==> src/rtl/bti_pkg.sv <==
package bti_pkg;

  localparam int unsigned XNodesDefault = 16;
  localparam int unsigned YNodesDefault = 16;
  localparam int unsigned IdxW = 4;
  localparam int unsigned DataW = 32;
  localparam int unsigned NumW = 130;
  localparam int unsigned DenW = 66;

  typedef enum logic [1:0] {
    KIND_WR_X    = 2'd0,
    KIND_WR_Y    = 2'd1,
    KIND_WR_GRID = 2'd2,
    KIND_QUERY   = 2'd3
  } kind_e;

  typedef struct packed {
    logic [1:0]        kind;
    logic [IdxW-1:0]   index_x;
    logic [IdxW-1:0]   index_y;
    logic signed [31:0] data;
    logic signed [31:0] query_x;
    logic signed [31:0] query_y;
  } in_item_t;

  typedef struct packed {
    logic signed [31:0] interp_value;
    logic               degenerate_cell;
  } out_item_t;

  typedef enum logic [4:0] {
    ST_IDLE,
    ST_CLAMP_X,
    ST_CLAMP_Y,
    ST_SRCH_X,
    ST_SRCH_Y,
    ST_NODE_X1,
    ST_NODE_X2,
    ST_NODE_Y1,
    ST_NODE_Y2,
    ST_DIFF,
    ST_G11,
    ST_G12,
    ST_G21,
    ST_G22,
    ST_MA,
    ST_MB,
    ST_MDEN,
    ST_DIV,
    ST_SAT,
    ST_OUT
  } state_e;

  // Command to the shared multiply-accumulate unit.
  typedef struct packed {
    logic                start;
    logic signed [65:0]  mul_a;
    logic signed [32:0]  mul_b;
    logic                clear;
  } mac_cmd_t;

endpackage

==> src/rtl/bti_div.sv <==
// Restoring divider, one quotient bit per cycle; the quotient has the numerator's width.
module bti_div (
  input  logic                          clk_i,
  input  logic                          rst_ni,
  input  logic                          start_i,
  input  logic [bti_pkg::NumW-1:0]      num_i,
  input  logic [bti_pkg::DenW-1:0]      den_i,
  output logic                          done_o,
  output logic [bti_pkg::NumW-1:0]      quot_o
);
  localparam int unsigned CntW = $clog2(bti_pkg::NumW + 1);
  localparam int unsigned RemW = bti_pkg::DenW + 1;

  logic                      busy_q, busy_d;
  logic [CntW-1:0]           cnt_q, cnt_d;
  logic [bti_pkg::NumW-1:0]  n_q, n_d;
  logic [RemW-1:0]           r_q, r_d;
  logic [bti_pkg::DenW-1:0]  den_q, den_d;
  logic                      done_q, done_d;
  logic [RemW-1:0]           r_sh;
  logic [RemW-1:0]           r_sub;

  assign r_sh = {r_q[RemW-2:0], n_q[bti_pkg::NumW-1]};
  assign r_sub = r_sh - {1'b0, den_q};

  always_comb begin
    busy_d = busy_q;
    cnt_d = cnt_q;
    n_d = n_q;
    r_d = r_q;
    den_d = den_q;
    done_d = 1'b0;
    if (start_i) begin
      busy_d = 1'b1;
      cnt_d = CntW'(bti_pkg::NumW);
      n_d = num_i;
      r_d = '0;
      den_d = den_i;
    end else if (busy_q) begin
      // quotient bits shift into n from the bottom
      if (r_sh >= {1'b0, den_q}) begin
        r_d = r_sub;
        n_d = {n_q[bti_pkg::NumW-2:0], 1'b1};
      end else begin
        r_d = r_sh;
        n_d = {n_q[bti_pkg::NumW-2:0], 1'b0};
      end
      cnt_d = cnt_q - 1'b1;
      if (cnt_q == CntW'(1)) begin
        busy_d = 1'b0;
        done_d = 1'b1;
      end
    end
  end

  always_ff @(posedge clk_i or negedge rst_ni) begin
    if (!rst_ni) begin
      busy_q <= 1'b0;
      cnt_q <= '0;
      done_q <= 1'b0;
    end else begin
      busy_q <= busy_d;
      cnt_q <= cnt_d;
      done_q <= done_d;
    end
  end

  always_ff @(posedge clk_i) begin
    n_q <= n_d;
    r_q <= r_d;
    den_q <= den_d;
  end

  assign done_o = done_q;
  assign quot_o = n_q;
endmodule

==> config.mk <==
export PLATFORM = sky130hd
export DESIGN_NAME = bti_div
export DESIGN_NICKNAME = d
export VERILOG_FILES = /design/src/rtl/bti_pkg.sv /design/src/rtl/bti_div.sv
export SDC_FILE = /design/constraint.sdc
export NUM_CORES = 1
export LEC_CHECK = 0
export ABC_AREA = 1
export BUFFER_PORTS_ARGS = -buffer_cell sky130_fd_sc_hd__buf_2
export CAP_MARGIN = 20
export CORE_ASPECT_RATIO = 1.75
export CORE_MARGIN = 10
export CORE_UTILIZATION = 30
export DETAILED_ROUTE_END_ITERATION = 10
export PLACE_DENSITY = 0.53
export SYNTH_ARGS = -nofsm -noshare
export SYNTH_HDL_FRONTEND = slang
export SYNTH_SLANG_ARGS = --single-unit
==> constraint.sdc <==
create_clock -name clk_i -period 4.6 [get_ports clk_i]
set_clock_uncertainty 0.15 [all_clocks]
set_input_delay 0.23 -clock clk_i [delete_from_list [all_inputs] [get_ports clk_i]]
set_output_delay 0.23 -clock clk_i [all_outputs]
set_load 0.005 [all_outputs]
# Word-level counts from Yosys, hierarchy flattened
# Cells that the tools add are included.
[totals] rom_bits=0 out_inout_bits=131 ramBits=0 elab_cells=23 latch_bits=0 n_memories=0 ff_bits=272
[op_classes] n_shift=0 n_div=0 mux=12 magnitude_cmp=1 addsub=2 bitwise=0 n_reduce_logical=1 n_eq_ne=1 mul=0
[op_table] operator="$mux 130" n=2
[op_table] operator="$ge 67x66->1" n=1
[op_table] operator="$mux 66" n=1
[op_table] operator="$sub 66x66->66" n=1
[op_table] operator="$mux 8" n=2
[op_table] operator="$eq 8x1->1 const B" n=1
[op_table] operator="$sub 8x1->8 const B" n=1
[op_table] operator="$mux 1" n=7
[op_table] operator="$reduce_bool 2->1" n=1

# Logic depth before layout (Yosys ltp)
[logic_depth] word_depth=4 mapped_depth=19

# Least setup slack after synthesis
# No wires, ideal clock.
[synth_path] kind="in2reg" startpoint="input port start_i" endpoint="register n_q, in the netlist quot_o[0], enable pin" path_stages=4 arrival_time_ns=4.502 setup_time_ns=0.543 required_time_ns=3.907 path_slack_ns=-0.596 path_buffers=2 cell_sequence="clkbuf_1 -> nor2_1 -> inv_1 -> clkbuf_1"
[synth_between] elab_chain_len=1
[synth_rtl] element="start, declared" line_no="bti_div.sv:5" text="input logic start_i,"
[synth_rtl] element="$reduce_bool 2->1 (no source line)"
[synth_rtl] element="end signal, assigned" line_no="bti_div.sv:69" text="n_q <= n_d;"
[synth_rtl] element="end, declared" line_no="bti_div.sv:16" text="logic [bti_pkg::NumW-1:0] n_q, n_d;"
# No other way between the ends.
# A chain may end at the register's enable or synchronous reset.

# Worst setup path in the final report
[layout_path] startpoint="register r_q[45]" endpoint="register r_q[25]"
[layout_between] elab_chain_len=2
[layout_rtl] element="start, declared" line_no="bti_div.sv:17" text="logic [RemW-1:0] r_q, r_d;"
[layout_rtl] element="start signal, assigned" line_no="bti_div.sv:70" text="r_q <= r_d;"
[layout_rtl] element="$ge 67x66->1" line_no="bti_div.sv:41" text="if (r_sh >= {1'b0, den_q}) begin"
[layout_rtl] element="$mux 66" line_no="bti_div.sv:41"
# No other way between the ends.

==> qor.txt <==
Max Clock Freq - 283 MHz
Slew headroom - 0.276
Post-CTS Hold Buffers - 199
Filler cells - 6074
H-tree Lvls - 1
Setup crit end kind - register
Worst-margin pin slew - 1080 ps
I/O Buffers - 329
CTS Buf Count - 31
Final Cell Area - 22700 µm²
Worst path bufs/invs - 2
HPWL Detailed - 56.0 mm
Remaining antenna violation count after routing - 0
Min Hold Slack - 156 ps
Drt drc - 0
Clk_lat worst skew - 640 ps
Antenna violations before repair - 1
Kind of critical path - reg2reg
Ratio of cells with drive above 1 in the final layout - 0.136
Worst Path Arrival - 3890 ps
Yosys warns - 0
Synthesized area per cell - 6.96 µm²
Unrepaired setup endpoints after global routing - no
Crit path required time - 4960 ps
Sw frac - 0.383
Die height - 338 µm
Critical Path, Cell by Cell - ha_1, nand2_1, inv_1, a21oi_1, o21bai_1, a21oi_1, nand3_2, nand2_4, buf_4, nand3_1, nand3_1, o21ai_1
Gate power share - 0.368
Total power - 9040 µW
Fin nets - 3266
Sequential share of power - 0.349
Worst vdd ir - 0.285 mV
Max-slew violations - 0
Post-Syn Instances - 2487
Worst Hold Class - in2reg
Largest net degree at the start of global routing - 91
Place WS - 1080 ps
Vias in the first global route - 18359
NetSw - 3470 µW
Die ar. - 68100 µm²
Avg WL per Cell - 18.8 µm
Number of max-cap violations - 0
Slowest CP cell - buf_4
Commonest non-fill, non-tap cell in the layout - nand2_1
Cell Area, Synth - 17300 µm²
Die X - 202 µm
Fin. Hold Viols - 0
Setup TNS - 0 ps
Yosys cell types - 37
Vias/cell - 4.60
Yosys reg bits - 272
DRT Pass-1 Iters - 5
Post-cts sizing count - 0
Min Tclk post-route - 3530 ps
Synth Net Count - 2755
Period utilisation layout - 0.768
CP max stage delay - 530 ps
Clock Power Share - 0.283
Clock root cell - clkbuf_16
FP Rows - 116
GRT Overall Usage - 0.203
Starting Density - 0.303
Gr ovfl total - 0
Clock sink count - 272
Clock slew at reported path FFs - 80 ps
Starting DRT DRC Count - 944
Area grow syn2layout - 31.3%
Int Pwr - 5580 µW
IO Pins - 330
Via count - 17436
Post-CTS setup buffers - 0
Core ar. - 57200 µm²
CTS tree - yes
Register area share after synthesis - 0.431
Placed Area - 19700 µm²
Critical path's top delay family - simple AND/OR/NAND/NOR gates
RePlAce Congestion - 1.01
Final WS setup - 1070 ps
Leakage - 0.0120 µW
Longest Clk Path Bufs - 3
Most frequent cells in the layout - nand2_1 (1118), inv_1 (421), buf_2 (328)
Startpoint types - register
Crit Path Max Fanout - 44
Status - finished clean
Final wirelength - 71.2 mm
PwrDens - 398 nW/µm²
Final setup fails - 0
First-pass GRT wire length - 106 mm
==> power by group through the flow <==
stage                     clock [µW]  sequential (µW)  combinational [µW]
final                           2560             3160                3330
after global routing            2700             3190                3690
after CTS                       2640             3160                3340
after detailed placement           0             3200                3190
after global placement             0             3190                3180
after floorplan                    0             3150                2100
==> worst paths after layout <==
kind                                       from                   end  slack (ps)  cells past startpoint
hold / removal                        den_i[40]   den_q[40]$_DFFE_PP_         160                      2
min in group asynchronous                rst_ni  cnt_q[3]$_DFFE_PN0P_         480                      3
hold reg to reg            r_q[65]$_SDFFE_PP0P_  r_q[65]$_SDFFE_PP0P_         300                      2
max in group asynchronous                rst_ni      done_o$_DFF_PN0_        3490                      3
setup / recovery           r_q[45]$_SDFFE_PP0P_  r_q[25]$_SDFFE_PP0P_        1070                     12
setup reg to reg           r_q[45]$_SDFFE_PP0P_  r_q[25]$_SDFFE_PP0P_        1070                     12
==> worst register-to-register path, delay by kind of cell, from the launching register on <==
family	cells	cell delay, ps
buffers and inverters	2	590
AO/OA/AOI/OAI	4	690
flip-flops	1	510
AND/OR/NAND/NOR	5	1070
adder cells (fa/ha/maj)	1	410
==> metrics by stage <==
| stage | util | instances |
|---|---|---|
| after global routing | 0.398 | 3789 |
| after floorplan | - | 2487 |
| after detailed placement | 0.345 | 3533 |
| after global placement | 0.345 | 3533 |
| final | 0.398 | 3789 |
| after CTS | 0.398 | 3788 |
==> cells by family after synthesis <==
| kind of cell | Yosys count | synth area share |
|---|---|---|
| buffers and inverters | 488 | 0.111 |
| flip-flops | 272 | 0.431 |
| AO/OA/AOI/OAI | 125 | 0.0373 |
| adder cells (fa/ha/maj) | 69 | 0.0503 |
| AND/OR/NAND/NOR | 1495 | 0.352 |
| XOR/XNOR | 38 | 0.0192 |
==> area by class of cell <==
cell class	instances	area, µm²	share of cell area
antenna	1	2.50	0.000110
clock buffer	39	816	0.0359
clock inverter	17	188	0.00825
inverter	425	1600	0.0705
multi-input combinational	1727	7950	0.349
sequential	272	7460	0.328
tap	767	960	0.0422
timing repair buffer	541	3770	0.166
==> cell usage after synthesis, drive strengths merged <==
library cell	n	share of area
nand2	1120	0.24
inv	425	0.092
edfxtp	196	0.34
nand3	158	0.046
nor2	147	0.033
ha	68	0.049
dfxtp	66	0.076
a21oi	62	0.018
o21ai	56	0.016
nand3b	46	0.020
clkbuf	40	0.0087
xnor2	38	0.019
buf	23	0.010
dfrtp	10	0.014
nand4	9	0.0033
nor3	8	0.0026
and3	3	0.0011
o21bai	3	0.0013
a21o	2	0.00087
a22oi	1	0.00043
a31oi	1	0.00036
and2	1	0.00036
fa	1	0.0012
nor3b	1	0.0011
nor4	1	0.00036
or2	1	0.00036
==> state kept, by name (all words and copies together) (netlist names) <==
register / count
busy_q: 1
cnt_q: 8
den_q: 66
done_o: 1
r_q: 66
quot_o: 130
==> layer usage <==
layer,vias up,share of wire,track usage
met3,183,0.061,0.0431
met4,0,0.078,0.149
li1,8690,-,-
met5,-,0,0
met2,630,0.52,0.386
met1,7933,0.34,0.187
No activity file was read; power rests on OpenSTA's default activity.
