## config.mk

```make
export PLATFORM = sky130hd
export DESIGN_NAME = bti_mac
export DESIGN_NICKNAME = d
export VERILOG_FILES = /design/src/rtl/bti_pkg.sv /design/src/rtl/bti_mac.sv
export SDC_FILE = /design/constraint.sdc
export NUM_CORES = 2
export LEC_CHECK = 0
export BUFFER_PORTS_ARGS = -buffer_cell sky130_fd_sc_hd__buf_4
export CORE_ASPECT_RATIO = 0.6
export CORE_MARGIN = 3
export CORE_UTILIZATION = 35
export DETAILED_ROUTE_END_ITERATION = 12
export GPL_TIMING_DRIVEN = 0
export PLACE_DENSITY = 0.53
export SETUP_SLACK_MARGIN = 0.3
export SYNTH_ARGS = -nofsm -noshare
export SYNTH_HDL_FRONTEND = slang
export SYNTH_SLANG_ARGS = --single-unit
export TNS_END_PERCENT = 30
```

## constraint.sdc

```tcl
create_clock -name clk_i -period 25.3 [get_ports clk_i]
set_input_delay 5.06 -clock clk_i [delete_from_list [all_inputs] [get_ports clk_i]]
set_output_delay 5.06 -clock clk_i [all_outputs]
set_load 0.01 [all_outputs]
```

## src/rtl/bti_pkg.sv

```systemverilog
package bti_pkg;

  localparam int unsigned XNodesDefault = 16;
  localparam int unsigned YNodesDefault = 16;
  localparam int unsigned IdxW = 4;
  localparam int unsigned DataW = 32;
  localparam int unsigned NumW = 130;
  localparam int unsigned DenW = 66;

  typedef enum logic [1:0] {
    KIND_WR_X    = 2'd0,
    KIND_WR_Y    = 2'd1,
    KIND_WR_GRID = 2'd2,
    KIND_QUERY   = 2'd3
  } kind_e;

  typedef struct packed {
    logic [1:0]        kind;
    logic [IdxW-1:0]   index_x;
    logic [IdxW-1:0]   index_y;
    logic signed [31:0] data;
    logic signed [31:0] query_x;
    logic signed [31:0] query_y;
  } in_item_t;

  typedef struct packed {
    logic signed [31:0] interp_value;
    logic               degenerate_cell;
  } out_item_t;

  typedef enum logic [4:0] {
    ST_IDLE,
    ST_CLAMP_X,
    ST_CLAMP_Y,
    ST_SRCH_X,
    ST_SRCH_Y,
    ST_NODE_X1,
    ST_NODE_X2,
    ST_NODE_Y1,
    ST_NODE_Y2,
    ST_DIFF,
    ST_G11,
    ST_G12,
    ST_G21,
    ST_G22,
    ST_MA,
    ST_MB,
    ST_MDEN,
    ST_DIV,
    ST_SAT,
    ST_OUT
  } state_e;

  // Command to the shared multiply-accumulate unit.
  typedef struct packed {
    logic                start;
    logic signed [65:0]  mul_a;
    logic signed [32:0]  mul_b;
    logic                clear;
  } mac_cmd_t;

endpackage

```

## src/rtl/bti_mac.sv

```systemverilog
// Shared 66x33 signed multiply-accumulate, one 34x33 partial product per cycle, low half of a then high half.
module bti_mac (
  input  logic                  clk_i,
  input  logic                  rst_ni,
  input  bti_pkg::mac_cmd_t     cmd_i,
  output logic                  busy_o,
  output logic signed [129:0]   acc_o
);
  logic [1:0]          phase_q, phase_d;
  logic signed [65:0]  a_q, a_d;
  logic signed [32:0]  b_q, b_d;
  logic signed [129:0] acc_q, acc_d;
  logic signed [33:0]  a_part;
  logic signed [66:0]  prod;

  // low half of a is unsigned, high half signed
  assign a_part = phase_q[1] ? {a_q[65], a_q[65:33]} : {1'b0, a_q[32:0]};
  assign prod = a_part * b_q;

  always_comb begin
    phase_d = phase_q;
    a_d = a_q;
    b_d = b_q;
    acc_d = acc_q;
    if (cmd_i.start) begin
      phase_d = 2'd1;
      a_d = cmd_i.mul_a;
      b_d = cmd_i.mul_b;
      if (cmd_i.clear) acc_d = '0;
    end else if (phase_q == 2'd1) begin
      phase_d = 2'd2;
      acc_d = acc_q + {{63{prod[66]}}, prod};
    end else if (phase_q == 2'd2) begin
      phase_d = 2'd0;
      acc_d = acc_q + {{30{prod[66]}}, prod, 33'd0};
    end
  end

  always_ff @(posedge clk_i or negedge rst_ni) begin
    if (!rst_ni) begin
      phase_q <= 2'd0;
    end else begin
      phase_q <= phase_d;
    end
  end

  always_ff @(posedge clk_i) begin
    a_q <= a_d;
    b_q <= b_d;
    acc_q <= acc_d;
  end

  assign busy_o = (phase_q != 2'd0);
  assign acc_o = acc_q;
endmodule

```

## After elaboration in Yosys (flattened, before gate mapping)

Cells that the tools add are included.

| cells by class | value |
|---|---|
| $add $sub $neg | 2 |
| multiply operators | 1 |
| equal/unequal tests | 3 |
| muxes and demuxes | 8 |
| reduce and logical (&&, ||, !) cells | 3 |

Operators by type and width:

| operator | count |
|---|---|
| 130-bit two-way mux | 4 |
| 130-bit adder | 2 |
| 34-bit by 33-bit multiplier with 67-bit output | 1 |
| 34-bit two-way mux | 1 |
| 2-bit two-way mux | 3 |
| 3-bit nonzero test | 1 |
| 2-bit by 1-bit == test with 1-bit output, second input constant | 1 |
| 2-bit == test, second input constant | 1 |
| 2-bit inequality test, second input constant | 1 |
| 2-bit AND reduction | 1 |
| 2-bit nonzero test | 1 |

| word-level totals | value |
|---|---|
| register bits | 231 |
| input bits | 103 |
| output and inout bits | 131 |
| word-level logic and storage cells | 21 |

## Longest topological paths before layout

| logic depth | value |
|---|---|
| depth in word-level cells | 6 |
| gate-level depth with buffers | 47 |
| mapped depth without buffers | 42 |

## Least setup slack after synthesis

OpenSTA, ideal clock, no wires.

| path | value |
|---|---|
| path type | input to register |
| start | input port cmd_i[100] (netlist bit) |
| end | register acc_q[0], in the netlist acc_o[0] (enable) |
| library setup time | 799 ps |
| arrival time | 14774 ps |
| data required time | 24501 ps |
| slack | 9727 ps |
| stages on the path | 4 |
| path buffers | 3 |
| cell sequence | clkbuf_1 -> buf_1 -> buf_1 -> o21ai_0 |

| between the ends | value |
|---|---|
| longest elaborated chain between the ends | 2 |
| elaborated cells on any way between the ends | 3 |
| those cells by class | eq/ne (1); reduce/logical (2) |

RTL lines:

| what | RTL line | source |
|---|---|---|
| start, declared | bti_mac.sv:5 | `input bti_pkg::mac_cmd_t cmd_i,` |
| 2-bit inequality test (no source line) / 3-bit nonzero test (equally long branches) | n/a |  |
| 2-bit AND reduction (no source line) * | n/a |  |
| end signal, assigned | bti_mac.sv:50 | `acc_q <= acc_d;` |
| end, declared | bti_mac.sv:12 | `logic signed [129:0] acc_q, acc_d;` |

Mark *: on every way between the ends. The rest lies on a longest branch, timed or not.
A chain may end at the register's enable or synchronous reset.

## Worst setup path in the final report

| path | value |
|---|---|
| start | register phase_q[1] |
| end | register acc_q[126], in the netlist acc_o[126] (data pin) |

| between the ends | value |
|---|---|
| longest elaborated chain between the ends | 6 |
| elaborated cells on any way between the ends | 8 |
| those cells by class | add/sub (2); mul (1); eq/ne (1); mux (4) |

RTL lines:

| what | RTL line | source |
|---|---|---|
| start, declared | bti_mac.sv:9 | `logic [1:0] phase_q, phase_d;` |
| start signal, assigned | bti_mac.sv:43 | `phase_q <= phase_d;` |
| 34-bit two-way mux | bti_mac.sv:17 | `assign a_part = phase_q[1] ? {a_q[65], a_q[65:33]} : {1'b0, a_q[32:0]};` |
| 34-bit by 33-bit multiplier with 67-bit output | bti_mac.sv:18 | `assign prod = a_part * b_q;` |
| 130-bit adder | bti_mac.sv:35 | `acc_d = acc_q + {{30{prod[66]}}, prod, 33'd0};` |
| 130-bit two-way mux | bti_mac.sv:33 | `end else if (phase_q == 2'd2) begin` |
| 130-bit two-way mux * | bti_mac.sv:30 | `end else if (phase_q == 2'd1) begin` |
| 130-bit two-way mux * | bti_mac.sv:25 | `if (cmd_i.start) begin` |

Mark *: on every way between the ends. The rest lies on a longest branch, timed or not. The select of a mux whose other input is x is not followed.

==> results.txt <==
crit path time final: 18.80 ns
Syn Nets: 8618
Hold WC Path Type: reg -> reg
Critical Path End Type: flop
CORE AREA: 173000 um2
r2r startpoint: phase_q[1]
Post-synth top cells: inv_1 (1269), fa_1 (1178), nand2_1 (907)
Max-slew headroom: -6.99%
DRT iter0 DRCs: 6298
Layout area overhead: 10.1%
synth top area cells: fa_1 (38%), edfxtp_1 (11%), ha_1 (8.5%)
Worst Setup SP: phase_q[1]
die area: 180000 um2
slowest stage delay, CP: 1.03 ns
failing checks: max-capacitance violations, max-slew violations
crit path DAT: 19.20 ns
max_cap viols: 3
CP Launch Type: flop
syn avg cell area: 8.85 um2
internal reg-to-reg setup slack: 6.50 ns
WL met1: 126 mm
DR vias: 52506
Pre-antenna DRT Iters: 6
crit path capture: acc_o[126]
Worst-Margin Slew: 1.60 ns
Total Wirelength: 274 mm
Synth top area share: 38.5%
Final Max Slew Viols: 24
leading area contributor after synthesis: fa_1
DIE HEIGHT: 330 um
design area: 67500 um2
Mapped Cells: 6923
Max Fclk: 53.2 MHz
Post-CTS Hold Fix Bufs: 0
met2 routed WL: 97.1 mm
register area share after synthesis: 11.3%
vias in the first global route: 50737
num ports: 234
slowest CP cell: clkbuf_1
clk sinks: 231
met3 wire length: 44.3 mm
most common cell in the netlist: inv_1
# fillers: 17828
Fin. Hold Viols: 0
CTS tree: built
Longest Clk Path Bufs: 3
flip-flop and latch count after synthesis: 231
top routing layer used: met5
largest net degree at the start of global routing: 55
number of enable flip-flop cells after synthesis: 229
share of layout cells above drive strength 1: 5.85%
outcome: complete, but fails checks
Worst Path Required: 25.70 ns
post-CTS resize count: 0
Root Driver: clkbuf_16
DR WL/cell: 28.5 um
RR Endpoint: acc_o[126]
first-pass GRT wire length: 384 mm
Rows: 118
Reg2Reg Depth: 43
gr usage total: 30.2%
H-tree depth: 2
Reg clk slew, reported paths: 0.06 ns
crit path max fanout: 10
Ys Warns: 0
Initial Utilization: 35.4%
GRT overflow: 0
Worst Path Class, Setup: reg -> reg
antenna-violating nets left: 0
antenna violations before repair: 57
Buffers on Ports: 233
CP dominant cell by count: fa_1
total CTS buffers: 34
NumNets Final: 8903
Layout Skew: 0.0591 ns
Cell Area, Synth: 61300 um2
FFs w/ async S/R, synth: 0.866%
dpl hpwl: 234 mm
via/cell ratio: 5.46
Die W: 546 um
DRC viols: 0
RePlAce Congestion: 1.01
clk_lat worst skew: 0.65 ns
prevailing post-synth register cell: edfxtp_1
final setup fails: 0
synth unique cells: 87
Setup TNS Final: 0 ns
period utilisation layout: 74.3%
Post-Place Cell Area: 66200 um2
Post-CTS Setup Bufs: 0
RSZ-0062 raised after global routing: no
==> cell type report <==
type	count	area, um2	share of cell area [%]
Antenna cell	35	87.6	0.130
Buffer	372	1430	2.12
Clock buffer	42	921	1.36
Clock inverter	19	188	0.278
Inverter	1269	4760	7.06
Multi-Input combinational cell	5051	48200	71.4
Sequential cell	231	6930	10.3
Tap cell	2340	2930	4.34
Timing Repair Buffer	249	2030	3.01
==> cells by family (layout without fill, tap and decap cells) <==
logic type | count (synthesis) | in the layout | synth area share, %
and+or+nand+nor | 2086 | 2086 | 16.4
buffers and inverters | 1641 | 1951 | 10.1
adders and majority gates | 1592 | 1592 | 46.9
AOI/OAI and AO/OA | 1080 | 1080 | 10.9
xor gates and xnor gates | 250 | 250 | 3.57
DFF | 231 | 231 | 11.3
muxes | 43 | 43 | 0.790
other | 0 | 35 | 0
==> worst max-delay path, delay by kind of cell (launching register included) <==
kind            cells  cell delay, ns
fa+ha+maj          10            5.05
compound gates     13            5.01
simple gates        8            3.60
buf+inv             9            3.12
mux                 2            0.91
xor+xnor            1            0.44
flops               1            0.32
==> worst min-delay path by stage <==
stage	from	slack, ns	cells after the start	end
after floorplan	phase_q[0]	0.53	1	phase_q[0]
after global placement	phase_q[0]	0.57	1	phase_q[0]
after detailed placement	phase_q[0]	0.61	1	phase_q[0]
after CTS	phase_q[0]	0.64	1	phase_q[0]
after global routing	phase_q[0]	0.67	1	phase_q[1]
final	phase_q[0]	0.63	1	phase_q[0]
==> cells in the final DEF (no fill, tap or decap), types with 159 or more instances in the layout <==
master    count
edfxtp_1    229
xnor2_1     159
ha_1        414
nand2_1     907
o21ai_0     206
inv_1      1269
a21oi_1     416
clkbuf_1    341
buf_4       236
and2_1      529
nor2_1      275
fa_1       1177
==> through the flow <==
step                      cells  hold slack (ns)  utilization (%)  setup slack [ns]
after floorplan            6923            0.535                -              9.73
after global placement     9496            0.575             38.1              1.57
after detailed placement   9509            0.613             38.3              7.01
after CTS                  9570            0.639             38.9              6.92
after global routing       9576            0.672             38.9              6.19
final                      9608            0.631             39.0              6.50
==> layer usage <==
metal	vias up	global-route usage [%]
met3	278	15.0
met2	3037	36.9
li1	22419	-
met5	-	0
met4	22	6.18
met1	26750	46.1
==> registers in the layout, summed over array words and instances, names as in the netlist <==
signal / cells
a_q: 66
b_q: 33
acc_o: 130
phase_q: 2
Power is not shown: default switching activity piles up to over one toggle a cycle in this logic, so the estimate is an artifact.
